<file path="src/rtl/etl_pkg.sv">
`default_nettype none

package etl_pkg;

	typedef enum logic [3:0] {
		KIND_END       = 4'd0,
		KIND_INT       = 4'd1,
		KIND_FLOAT     = 4'd2,
		KIND_SYM       = 4'd3,
		KIND_COMMA     = 4'd4,
		KIND_LPAREN    = 4'd5,
		KIND_RPAREN    = 4'd6,
		KIND_SEMICOLON = 4'd7,
		KIND_OPERATOR  = 4'd8,
		KIND_ERROR     = 4'd9
	} kind_t;

	typedef enum logic [2:0] {
		OP_ASSIGN = 3'd0,
		OP_PLUS   = 3'd1,
		OP_MINUS  = 3'd2,
		OP_MUL    = 3'd3,
		OP_DIV    = 3'd4,
		OP_MOD    = 3'd5,
		OP_POW    = 3'd6
	} op_t;

	typedef enum logic [4:0] {
		MODE_IDLE = 5'b00001,
		MODE_INT  = 5'b00010,
		MODE_DOT  = 5'b00100,
		MODE_SYM  = 5'b01000,
		MODE_ERR  = 5'b10000
	} mode_t;

	typedef struct packed {
		mode_t       mode;
		logic [15:0] cursor;
		logic [15:0] pend_start;
		logic        frac;
	} lex_state_t;

	typedef struct packed {
		kind_t       kind;
		op_t         op;
		logic [15:0] start;
		logic [15:0] length;
		logic        last;
	} token_t;

	localparam int unsigned MaxTokens = 3;

	localparam logic [7:0] CH_DOT        = 8'h2E;
	localparam logic [7:0] CH_UNDERSCORE = 8'h5F;
	localparam logic [7:0] CH_COMMA      = 8'h2C;
	localparam logic [7:0] CH_LPAREN     = 8'h28;
	localparam logic [7:0] CH_RPAREN     = 8'h29;
	localparam logic [7:0] CH_SEMICOLON  = 8'h3B;
	localparam logic [7:0] CH_EQUAL      = 8'h3D;
	localparam logic [7:0] CH_PLUS       = 8'h2B;
	localparam logic [7:0] CH_MINUS      = 8'h2D;
	localparam logic [7:0] CH_STAR       = 8'h2A;
	localparam logic [7:0] CH_SLASH      = 8'h2F;
	localparam logic [7:0] CH_PERCENT    = 8'h25;
	localparam logic [7:0] CH_CARET      = 8'h5E;
	localparam logic [7:0] CH_SPACE      = 8'h20;
	localparam logic [7:0] CH_TAB        = 8'h09;
	localparam logic [7:0] CH_CR         = 8'h0D;

endpackage

`default_nettype wire

</file>
<file path="src/rtl/etl_char_if.sv">
`default_nettype none

interface etl_char_if;
	logic       valid;
	logic       ready;
	logic [7:0] char_code;
	logic       char_valid;
	logic       end_of_text;

	modport source(output valid, output char_code, output char_valid, output end_of_text,
		input ready);
	modport sink(input valid, input char_code, input char_valid, input end_of_text,
		output ready);
endinterface

`default_nettype wire

</file>
<file path="src/rtl/etl_token_if.sv">
`default_nettype none

interface etl_token_if;
	logic        valid;
	logic        ready;
	logic [3:0]  token_kind;
	logic [2:0]  operator_code;
	logic [15:0] token_start;
	logic [15:0] token_length;
	logic        last_of_run;

	modport source(output valid, output token_kind, output operator_code, output token_start,
		output token_length, output last_of_run, input ready);
	modport sink(input valid, input token_kind, input operator_code, input token_start,
		input token_length, input last_of_run, output ready);
endinterface

`default_nettype wire

</file>
<file path="src/rtl/expression_token_lexer.sv">
// path: a character is registered in the input stage, its tokens then in the token buffer
// throughput: one character per cycle while each yields at most one token and the sink
// is ready; a character with more tokens holds the input stage until its last one pops
// reset: arst_n clears lexer state (offset 0, idle), the input stage and the token buffer
`default_nettype none

module expression_token_lexer
	import etl_pkg::*;
#(
	parameter longint unsigned MAX_TEXT_LENGTH = 65535
) (
	input  logic               clk,
	input  logic               arst_n,
	etl_char_if.sink           chars,
	etl_token_if.source        tokens
);

	localparam logic [15:0] POS_CAP =
		(MAX_TEXT_LENGTH < 64'd65535) ? 16'(MAX_TEXT_LENGTH) : 16'hFFFF;

	logic        valid_s1;
	logic [7:0]  char_code_s1;
	logic        char_valid_s1;
	logic        end_of_text_s1;

	lex_state_t   state_q;
	lex_state_t   state_next;
	token_t [2:0] lex_toks;
	logic [1:0]   lex_count;
	logic [15:0]  cursor_inc;

	token_t [2:0] buf_q;
	logic [1:0]   cnt_q;

	logic pop;
	logic load;

	assign pop    = tokens.valid && tokens.ready;
	assign load   = valid_s1 && ((cnt_q == 2'd0) || ((cnt_q == 2'd1) && pop));
	assign chars.ready = !valid_s1 || load;

	assign cursor_inc = (state_q.cursor < POS_CAP) ? (state_q.cursor + 16'd1) : state_q.cursor;

	etl_lex u_lex (
		.st          (state_q),
		.char_code   (char_code_s1),
		.char_valid  (char_valid_s1),
		.end_of_text (end_of_text_s1),
		.cursor_inc  (cursor_inc),
		.st_next     (state_next),
		.toks        (lex_toks),
		.count       (lex_count)
	);

	// input stage
	always_ff @(posedge clk or negedge arst_n) begin
		if (!arst_n) begin
			valid_s1 <= 1'b0;
		end else if (chars.ready) begin
			valid_s1 <= chars.valid;
		end
	end

	always_ff @(posedge clk) begin
		if (chars.valid && chars.ready) begin
			char_code_s1   <= chars.char_code;
			char_valid_s1  <= chars.char_valid;
			end_of_text_s1 <= chars.end_of_text;
		end
	end

	always_ff @(posedge clk or negedge arst_n) begin
		if (!arst_n) begin
			state_q <= lex_state_t'{mode: MODE_IDLE, cursor: 16'd0, pend_start: 16'd0,
				frac: 1'b0};
		end else if (load) begin
			state_q <= state_next;
		end
	end

	// token buffer, drained from the front
	always_ff @(posedge clk or negedge arst_n) begin
		if (!arst_n) begin
			cnt_q <= 2'd0;
		end else if (load) begin
			cnt_q <= lex_count;
		end else if (pop) begin
			cnt_q <= cnt_q - 2'd1;
		end
	end

	always_ff @(posedge clk) begin
		if (load) begin
			buf_q <= lex_toks;
		end else if (pop) begin
			buf_q[0] <= buf_q[1];
			buf_q[1] <= buf_q[2];
		end
	end

	assign tokens.valid         = (cnt_q != 2'd0);
	assign tokens.token_kind    = buf_q[0].kind;
	assign tokens.operator_code = buf_q[0].op;
	assign tokens.token_start   = buf_q[0].start;
	assign tokens.token_length  = buf_q[0].length;
	assign tokens.last_of_run   = buf_q[0].last;

	a_last_on_final: assert property (@(posedge clk) disable iff (!arst_n)
		tokens.valid && (cnt_q == 2'd1) |-> tokens.last_of_run)
		else $error("last token of a run lacks last_of_run");

	a_not_last_early: assert property (@(posedge clk) disable iff (!arst_n)
		tokens.valid && (cnt_q > 2'd1) |-> !tokens.last_of_run)
		else $error("last_of_run set before the run is drained");

	a_end_zero_len: assert property (@(posedge clk) disable iff (!arst_n)
		tokens.valid && (tokens.token_kind == KIND_END) |-> (tokens.token_length == 16'd0))
		else $error("end token with nonzero length");

	a_end_resets: assert property (@(posedge clk) disable iff (!arst_n)
		load && end_of_text_s1 |=> (state_q.cursor == 16'd0) && (state_q.mode == MODE_IDLE))
		else $error("lexer state not cleared after end of text");

	a_load_count: assert property (@(posedge clk) disable iff (!arst_n)
		load && char_valid_s1 && !end_of_text_s1 |-> (lex_count != 2'd3))
		else $error("character without end of text produced three tokens");

endmodule

`default_nettype wire

</file>
<file path="src/rtl/etl_lex.sv">
`default_nettype none

module etl_lex
	import etl_pkg::*;
(
	input  lex_state_t         st,
	input  logic [7:0]         char_code,
	input  logic               char_valid,
	input  logic               end_of_text,
	input  logic [15:0]        cursor_inc,
	output lex_state_t         st_next,
	output token_t [2:0]       toks,
	output logic [1:0]         count
);

	logic is_d, is_a, is_u, is_s;

	assign is_d = (char_code >= "0") && (char_code <= "9");
	assign is_a = ((char_code >= "a") && (char_code <= "z")) ||
		((char_code >= "A") && (char_code <= "Z"));
	assign is_u = (char_code == CH_UNDERSCORE);
	assign is_s = (char_code == CH_SPACE) || ((char_code >= CH_TAB) && (char_code <= CH_CR));

	always_comb begin : lex_blk
		mode_t        mode;
		logic [15:0]  start;
		logic [15:0]  cur2;
		logic [15:0]  plen;
		logic [15:0]  plen2;
		logic         frac;
		logic [1:0]   n;
		token_t [2:0] r;
		logic         close_en;
		logic         begin_en;
		kind_t        ckind;
		kind_t        pkind;
		op_t          pop;

		mode     = st.mode;
		start    = st.pend_start;
		frac     = st.frac;
		n        = 2'd0;
		r        = '0;
		close_en = 1'b0;
		begin_en = 1'b0;
		ckind    = KIND_INT;
		pkind    = KIND_OPERATOR;
		pop      = OP_ASSIGN;
		plen     = (st.cursor >= st.pend_start) ? (st.cursor - st.pend_start) : 16'd0;

		if (char_valid) begin
			unique case (st.mode)
				MODE_INT: begin
					if (!is_d) begin
						if (char_code == CH_DOT) begin
							mode = MODE_DOT;
							frac = 1'b0;
						end else begin
							close_en = 1'b1;
							ckind    = KIND_INT;
						end
					end
				end
				MODE_DOT: begin
					if (is_d) begin
						frac = 1'b1;
					end else begin
						close_en = 1'b1;
						ckind    = st.frac ? KIND_FLOAT : KIND_INT;
					end
				end
				MODE_SYM: begin
					if (!(is_a || is_d || is_u)) begin
						r[n] = token_t'{kind: KIND_SYM, op: OP_ASSIGN, start: st.pend_start,
							length: plen, last: 1'b0};
						n        = n + 2'd1;
						mode     = MODE_IDLE;
						begin_en = 1'b1;
					end
				end
				MODE_ERR: begin
				end
				MODE_IDLE: begin
					begin_en = 1'b1;
				end
				default: begin
					mode     = MODE_IDLE;
					begin_en = 1'b1;
				end
			endcase

			// letter right after a number is an error covering the number
			if (close_en) begin
				if (is_a) begin
					r[n] = token_t'{kind: KIND_ERROR, op: OP_ASSIGN, start: st.pend_start,
						length: plen, last: 1'b0};
					n    = n + 2'd1;
					mode = MODE_ERR;
				end else begin
					r[n] = token_t'{kind: ckind, op: OP_ASSIGN, start: st.pend_start,
						length: plen, last: 1'b0};
					n        = n + 2'd1;
					mode     = MODE_IDLE;
					begin_en = 1'b1;
				end
			end

			if (begin_en) begin
				if (is_s) begin
					mode = MODE_IDLE;
				end else if (is_d) begin
					mode  = MODE_INT;
					start = st.cursor;
				end else if (is_a || is_u) begin
					mode  = MODE_SYM;
					start = st.cursor;
				end else begin
					case (char_code)
						CH_COMMA:     pkind = KIND_COMMA;
						CH_LPAREN:    pkind = KIND_LPAREN;
						CH_RPAREN:    pkind = KIND_RPAREN;
						CH_SEMICOLON: pkind = KIND_SEMICOLON;
						CH_EQUAL:     pop = OP_ASSIGN;
						CH_PLUS:      pop = OP_PLUS;
						CH_MINUS:     pop = OP_MINUS;
						CH_STAR:      pop = OP_MUL;
						CH_SLASH:     pop = OP_DIV;
						CH_PERCENT:   pop = OP_MOD;
						CH_CARET:     pop = OP_POW;
						default:      pkind = KIND_ERROR;
					endcase
					r[n] = token_t'{kind: pkind, op: pop, start: st.cursor, length: 16'd1,
						last: 1'b0};
					n    = n + 2'd1;
					mode = (pkind == KIND_ERROR) ? MODE_ERR : MODE_IDLE;
				end
			end
		end

		cur2  = char_valid ? cursor_inc : st.cursor;
		plen2 = (cur2 >= start) ? (cur2 - start) : 16'd0;

		if (end_of_text) begin
			if (mode == MODE_INT || mode == MODE_DOT || mode == MODE_SYM) begin
				r[n] = token_t'{kind: (mode == MODE_SYM) ? KIND_SYM :
					((mode == MODE_DOT && frac) ? KIND_FLOAT : KIND_INT),
					op: OP_ASSIGN, start: start, length: plen2, last: 1'b0};
				n    = n + 2'd1;
			end
			r[n] = token_t'{kind: KIND_END, op: OP_ASSIGN, start: cur2, length: 16'd0,
				last: 1'b0};
			n       = n + 2'd1;
			st_next = lex_state_t'{mode: MODE_IDLE, cursor: 16'd0, pend_start: 16'd0,
				frac: 1'b0};
		end else begin
			st_next = lex_state_t'{mode: mode, cursor: cur2, pend_start: start, frac: frac};
		end

		if (n != 2'd0) begin
			r[n - 2'd1].last = 1'b1;
		end

		toks  = r;
		count = n;
	end

endmodule

`default_nettype wire

</file>
<file path="src/flat_wrapper.sv">
// flat-port wrapper written by rule: the top's interface ports become plain ports
module expression_token_lexer_flat import etl_pkg::*;
#(
	parameter longint unsigned MAX_TEXT_LENGTH = 65535
)
  (clk, arst_n, chars_valid, chars_char_code, chars_char_valid, chars_end_of_text, chars_ready, tokens_valid, tokens_token_kind, tokens_operator_code, tokens_token_start, tokens_token_length, tokens_last_of_run, tokens_ready);
  etl_char_if chars_i ();
  etl_token_if tokens_i ();
  input  logic clk;
  input  logic arst_n;
  input wire logic [$bits(chars_i.valid)-1:0] chars_valid;
  input wire logic [$bits(chars_i.char_code)-1:0] chars_char_code;
  input wire logic [$bits(chars_i.char_valid)-1:0] chars_char_valid;
  input wire logic [$bits(chars_i.end_of_text)-1:0] chars_end_of_text;
  output wire logic [$bits(chars_i.ready)-1:0] chars_ready;
  output wire logic [$bits(tokens_i.valid)-1:0] tokens_valid;
  output wire logic [$bits(tokens_i.token_kind)-1:0] tokens_token_kind;
  output wire logic [$bits(tokens_i.operator_code)-1:0] tokens_operator_code;
  output wire logic [$bits(tokens_i.token_start)-1:0] tokens_token_start;
  output wire logic [$bits(tokens_i.token_length)-1:0] tokens_token_length;
  output wire logic [$bits(tokens_i.last_of_run)-1:0] tokens_last_of_run;
  input wire logic [$bits(tokens_i.ready)-1:0] tokens_ready;
  assign chars_i.valid = chars_valid;
  assign chars_i.char_code = chars_char_code;
  assign chars_i.char_valid = chars_char_valid;
  assign chars_i.end_of_text = chars_end_of_text;
  assign chars_ready = chars_i.ready;
  assign tokens_valid = tokens_i.valid;
  assign tokens_token_kind = tokens_i.token_kind;
  assign tokens_operator_code = tokens_i.operator_code;
  assign tokens_token_start = tokens_i.token_start;
  assign tokens_token_length = tokens_i.token_length;
  assign tokens_last_of_run = tokens_i.last_of_run;
  assign tokens_i.ready = tokens_ready;
  expression_token_lexer #(.MAX_TEXT_LENGTH(MAX_TEXT_LENGTH)) u_core (.clk(clk), .arst_n(arst_n), .chars(chars_i), .tokens(tokens_i));
endmodule
</file>
<file path="config.mk">
export PLATFORM = sky130hd
export DESIGN_NAME = expression_token_lexer_flat
export DESIGN_NICKNAME = d
export VERILOG_FILES = /design/src/rtl/etl_pkg.sv /design/src/rtl/etl_char_if.sv /design/src/rtl/etl_token_if.sv /design/src/rtl/expression_token_lexer.sv /design/src/rtl/etl_lex.sv /design/src/flat_wrapper.sv
export SDC_FILE = /design/constraint.sdc
export NUM_CORES = 1
export LEC_CHECK = 0
export ABC_CLOCK_PERIOD_IN_PS = 5550
export BUFFER_PORTS_ARGS = -buffer_cell sky130_fd_sc_hd__clkbuf_2
export CAP_MARGIN = 20
export CELL_PAD_IN_SITES_DETAIL_PLACEMENT = 1
export CELL_PAD_IN_SITES_GLOBAL_PLACEMENT = 1
export CORE_MARGIN = 1.5
export CORE_UTILIZATION = 40
export CTS_BUF_LIST = sky130_fd_sc_hd__clkbuf_8 sky130_fd_sc_hd__clkbuf_16
export CTS_CLUSTER_DIAMETER = 120
export CTS_CLUSTER_SIZE = 28
export DETAILED_ROUTE_END_ITERATION = 7
export MAX_ROUTING_LAYER = met4
export PLACE_DENSITY = 0.76
export REMOVE_ABC_BUFFERS = 1
export SETUP_SLACK_MARGIN = 0.4
export SLEW_MARGIN = 20
export SYNTH_ARGS = -nofsm -noshare
export SYNTH_HDL_FRONTEND = slang
export SYNTH_SLANG_ARGS = --single-unit
</file>
<file path="constraint.sdc">
create_clock -name clk -period 5.55 [get_ports clk]
set_input_delay 0.555 -clock clk [delete_from_list [all_inputs] [get_ports clk]]
set_output_delay 0.555 -clock clk [all_outputs]
set_load 0.01 [all_outputs]
</file>
Yosys cells after proc, flatten, opt, wreduce, memory -nomap -nowiden
Cells that the tools add are included.

word-level totals
  flip-flop bits (word level) = 171
  latch bits = 0
  memory bits (writable) = 0
  ROM bits = 0
  bits of input ports = 14
  output and inout port bits = 42
  logic and storage cells = 212
  memories kept = 0

cells by class
  $add $sub $neg = 9
  $mul = 0
  div/mod/pow operators = 0
  order comparisons = 21
  eq/ne operators = 24
  shifts and indexed selects = 0
  multiplexer cells = 103
  bitwise logic cells = 0
  reductions and logical operators = 31

operator list
  kind                                                             count
  2-to-1 mux 120 bit                                               12
  bitwise mux 120 bit                                              6
  demux 40 bit (select 2 bit)                                      5
  2-to-1 mux 40 bit                                                5
  2-to-1 mux 80 bit                                                2
  2-to-1 mux 16 bit                                                9
  2-to-1 mux 38 bit                                                3
  == test 8 x 6 -> 1 bit (second input constant)                   12
  2-to-1 mux 5 bit                                                 11
  2-to-1 mux 2 bit                                                 18
  >= comparator 16 bit                                             2
  subtractor 16 bit                                                2
  2-to-1 mux 4 bit                                                 6
  one-hot mux 4 bit (5 select lines)                               1
  one-hot mux 3 bit (6 select lines)                               1
  adder 16 x 1 -> 16 bit (second input constant)                   1
  == test 8 x 7 -> 1 bit (second input constant)                   2
  >= comparator 8 x 7 -> 1 bit (second input constant)             2
  less-or-equal comparator 8 x 7 -> 1 bit (second input constant)  2
  < comparator 16 bit (second input constant)                      1
  < comparator 2 x 3 -> 1 bit (second input constant)              5
  2-to-1 mux 1 bit                                                 15
  2-to-1 mux 3 bit                                                 5
  one-hot mux 5 bit (3 select lines)                               1
  other kinds (22)                                                 59

Logic depth before layout (Yosys ltp)
  depth after elaboration = 34
  depth in mapped cells = 24
  mapped depth without buffers = 21

Hierarchy
A second synthesis with hierarchy kept.

second synthesis, totals
  cell total of the unflattened synthesis = 1,430
  area, all modules = 12,181.7 µm²

by module, submodules not included
  module                  instances  cells an instance  area an instance (µm²)  sequential area each (µm²)
  expression_token_lexer  1          665                7,134.3                 4,931.0
  etl_lex                 1          765                5,047.3                 0.0

Worst setup path before layout
OpenSTA, ideal clock, no wires.

  path kind = flip-flop to flip-flop
  start point = reg u_core.char_code_s1[7]
  end point = reg u_core.buf_q, in the netlist u_core.tokens.token_length[13] (data pin)
  setup time = 0.261 ns
  arrival time = 4.730 ns
  required time = 5.289 ns
  setup slack = 0.560 ns
  stages on the path, launching flop included = 21
  path buffers = 1
  clock period less this slack = 4.990 ns
  cell sequence = edfxtp_1 -> nand2b_1 -> or4_1 -> o21ai_2 -> o21ai_2 -> nor2_8 -> buf_2 -> mux2i_1 -> inv_1 -> ha_1 -> inv_1 -> fa_1 -> a21o_1 -> a221oi_1 -> a21oi_1 -> o21bai_1 -> a21o_1 -> a21o_1 -> or3b_2 -> o22ai_1 -> a221o_1

on the way
  cells in the longest elaborated chain, start to end = 30
  elaborated cells on any way between the ends = 136
  those cells by class = add/sub: 6; order compare: 17; eq/ne: 18; mux: 78; reduce/logical: 17

ends and longest elaborated chain
  item                                                                                   line                          source
  from (decl)                                                                            expression_token_lexer.sv:22  logic [7:0] char_code_s1;
  from (signal assigned)                                                                 expression_token_lexer.sv:66  char_code_s1 <= chars.char_code;
  parallel branches: the longest is 28 deep, another holds >= comparator 8 x 7 -> 1 bit  --
  2-to-1 mux 120 bit *                                                                   etl_lex.sv:159                if (n != 2'd0) begin
  2-to-1 mux 80 bit *                                                                    expression_token_lexer.sv:93  if (load) begin
  to (signal assigned)                                                                   expression_token_lexer.sv:94  buf_q <= lex_toks;
  to (decl)                                                                              expression_token_lexer.sv:32  token_t [2:0] buf_q;

Every way passes the cells marked *. The select of a mux whose other input is x is not followed.
A chain may end at the register's enable or synchronous reset.

Worst setup path in the final report
  start point = reg u_core.char_code_s1[7]
  end point = reg u_core.buf_q, in the netlist u_core.tokens.token_length[15] (data pin)

Same word-level chain as after synthesis.

==> results.md <==
- Status: completed
- Via/cell ratio: 6.26
- Worst-path clk slew: 0.07 ns
- Leak: 5.15 nW
- Crit-path max FO: 11
- GP Congestion: 0.927
- Unrepaired setup endpoints after global routing: true
- Worst-skew pair later-pin latency: 0.46 ns
- Area growth syn-to-layout: 13.1%
- Hold Buf Count CTS: 0
- Die area: 30300 µm²
- Synth cell count leaders: 157 x nand2_1, 130 x edfxtp_1, 126 x nor2_1
- Reg2reg setup slack: 0.60 ns
- Critical Path End Type: flop
- Critical Path Source Type: flop
- Chip height: 174 µm
- First-pass GRT wire length: 64.4 mm
- Vias in the first global route: 10900
- Sequential fraction of the synthesis area: 0.421
- CTS tree: built
- Largest net degree at the start of global routing: 67
- Dpl cell area: 12400 µm²
- WL final: 41.9 mm
- Crit. Startpoint: u_core.char_code_s1[7]
- IO Count: 56
- Hpwl dp: 29.0 mm
- Leading area contributor after synthesis: edfxtp_1
- Diodes inserted: 0
- Max Cap Viol: 0
- Yosys cell types: 88
- Endpoint of the worst register-to-register path: u_core.tokens.token_length[15]
- Final min period: 4.95 ns
- Overflow after GRT: 0
- DR pass1 iterations: 5
- Avg Synthesized Cell Area: 9.10 µm²
- Clk root buf: clkbuf_16
- FFs w/ async S/R, synth: 0.240
- Hold Crit Class: in2async
- Synth top area cells: edfxtp_1 33%, dfrtp_1 8.5%, nand2_1 5.0%
- DR vias: 10800
- Max-slew violation count: 0
- Fill count: 3327
- First-iteration detailed-routing DRC count: 1149
- Nets: 1387
- Core footprint: 28800 µm²
- Mapped Area: 11700 µm²
- Leading cell type by number of instances after synthesis: nand2_1
- Reg area: 4930 µm²
- CTS H-tree lvls: 4
- Critical path class: reg2reg
- Setup violations, final: 0
- R2R cell count: 18
- Hold Vio Cnt, Final: 0
- Critical path cell sequence: nand2b_1 > or4_1 > o21ai_2 > o21ai_2 > nor2_8 > buf_12 > mux2i_1 > ha_1 > o21a_1 > o31a_1 > o21a_1 > o21ai_1 > o22ai_1 > nor2_1 > nor4bb_1 > nor4_2 > or3_1 > a31oi_1
- Syn. warnings: 0
- CP peak stage delay: 0.63 ns
- Critical Path AT: 5.25 ns
- Die X-Extent: 174 µm
- Number of flops mapped to enable cells by yosys: 130
- Initial core utilization: 0.407
- Slew @ Worst Pin: 1.02 ns
- Worst VDD drop: 0.246 mV
- Slowest-stage cell, CP: or4_1
- Number of CTS-inserted buffers: 17
- Multi-input gate area: 6100 µm²
- R2r startpoint: u_core.char_code_s1[7]
- Critical Path RT: 5.84 ns
- Total global-route track usage: 0.284
- CTS max path bufs: 2
- Synth Register Bits: 171
- Setup_tns: 0 ns
- I/O Buffers: 55
- Layout cells sized above 1: 0.171
- Synth top area share: 0.333
- # clock sinks: 171
- Post-route cell area: 13300 µm²
- Final Cycle Share: 0.893
- PD cells: 537 nW/µm²
- DR DRC count: 0
- Antenna violations before repair: 0
- Total power: 7.12 mW
- Max Freq: 202 MHz
- Row count: 62
- Clk_skew: 0.0137 ns
- Syn Inst Count: 1288
- Max_slew headroom: 0.316
- Routed Antenna Nets: 0
- Top FF cell, synth: edfxtp_1
- DR WL/cell: 24.3 µm
per-layer routing:
| layer | wire length (µm) | share of wire | track usage | up-vias |
|---|---|---|---|---|
| met5 | 0 | 0 | - | - |
| met4 | 1260 | 0.030 | 0.109 | 0 |
| met3 | 3020 | 0.072 | 0.0507 | 86 |
| met2 | 19300 | 0.46 | 0.433 | 483 |
| met1 | 18200 | 0.44 | 0.374 | 5424 |
| li1 | - | - | - | 4803 |
flip-flops by register name, summed over array words and instances, names as in the netlist:
register	cells
u_core.buf_q	80
u_core.char_code_s1	8
u_core.char_valid_s1	1
u_core.cnt_q	2
u_core.end_of_text_s1	1
u_core.state_q	38
u_core.tokens.last_of_run	1
u_core.tokens.operator_code	3
u_core.tokens.token_kind	4
u_core.tokens.token_length	16
u_core.tokens.token_start	16
u_core.valid_s1	1
cells by family (layout without fill, tap and decap cells):
| kind of cell | count (synthesis) | count (layout) | synth area share |
|---|---|---|---|
| XOR/XNOR | 42 | 42 | 0.0314 |
| flip-flops | 171 | 171 | 0.421 |
| AND/OR/NAND/NOR | 429 | 429 | 0.172 |
| multiplexers | 24 | 24 | 0.0207 |
| AO/OA/AOI/OAI | 406 | 406 | 0.235 |
| adder cells (fa/ha/maj) | 46 | 46 | 0.0502 |
| buffers and inverters | 170 | 223 | 0.0703 |
worst max path at each step:
stage / endpoint / slack, ns / cells after the start
final: u_core.tokens.token_length[15] / 0.60 / 18
after floorplan: u_core.tokens.token_length[9] / -1.10 / 9
after CTS: u_core.tokens.token_length[13] / 0.42 / 18
after detailed placement: u_core.tokens.token_length[13] / 0.31 / 19
after global routing: u_core.tokens.token_length[4] / 0.33 / 21
after global placement: u_core.tokens.token_length[13] / 0.49 / 19
final cells by class:
cell class	count	share of cell area
clock buffer	17	0.0321
tap	384	0.0362
timing repair buffer	145	0.0739
sequential	171	0.372
inverter	46	0.0131
clock inverter	15	0.0126
multi-input combinational	947	0.460
where the power goes:
part / total (mW) / switching (mW) / internal, mW
registers: 2.31 / 0.212 / 2.10
logic: 3.54 / 2.31 / 1.23
clock network: 1.26 / 0.557 / 0.708
per-stage QoR:
step	utilization	cells	hold WS [ns]	setup WS, ns
floorplan	-	1164	0.259	-1.10
global placement	0.430	1671	0.504	0.485
detailed placement	0.430	1671	0.512	0.306
CTS	0.454	1712	0.221	0.422
global route	0.461	1725	0.242	0.335
finish	0.461	1725	0.212	0.596
layout by cell type (no fill, tap or decap), drive strengths merged, types with 8 or more instances in the layout:
cell type  Yosys  layout
nand2        158     158
edfxtp       130     130
nor2         128     128
o21ai         96      96
buf           59      90
a21oi         82      82
clkbuf        65      72
inv           46      53
ha            43      43
dfrtp         40      40
a22oi         33      33
nand3         29      29
o22ai         29      29
xnor2         27      27
nor3          23      23
mux2i         22      22
a22o          21      21
a31oi         18      18
nand2b        17      17
xor2          15      15
o221ai        14      14
a21o          13      13
a221oi        13      13
and3          13      13
o21a          10      10
a32oi          9       9
nand4          9       9
nor2b          9       9
o21bai         8       8
a211oi         8       8
worst max-delay path: cells and delay by family (launching register included):
family / cells / cell delay, ns
simple gates: 7 / 2.07
compound gates: 8 / 1.47
flops: 1 / 0.47
mux: 1 / 0.32
fa+ha+maj: 1 / 0.29
buf+inv: 1 / 0.17
what timing repair did:
item,4_1_cts,5_1_grt
setup buffers,9,13
cloned,0,0
gates resized for setup,2,23
endpoints found under the setup margin,16,54
pin swaps,1,3
Power figures use the tool's default switching activity.
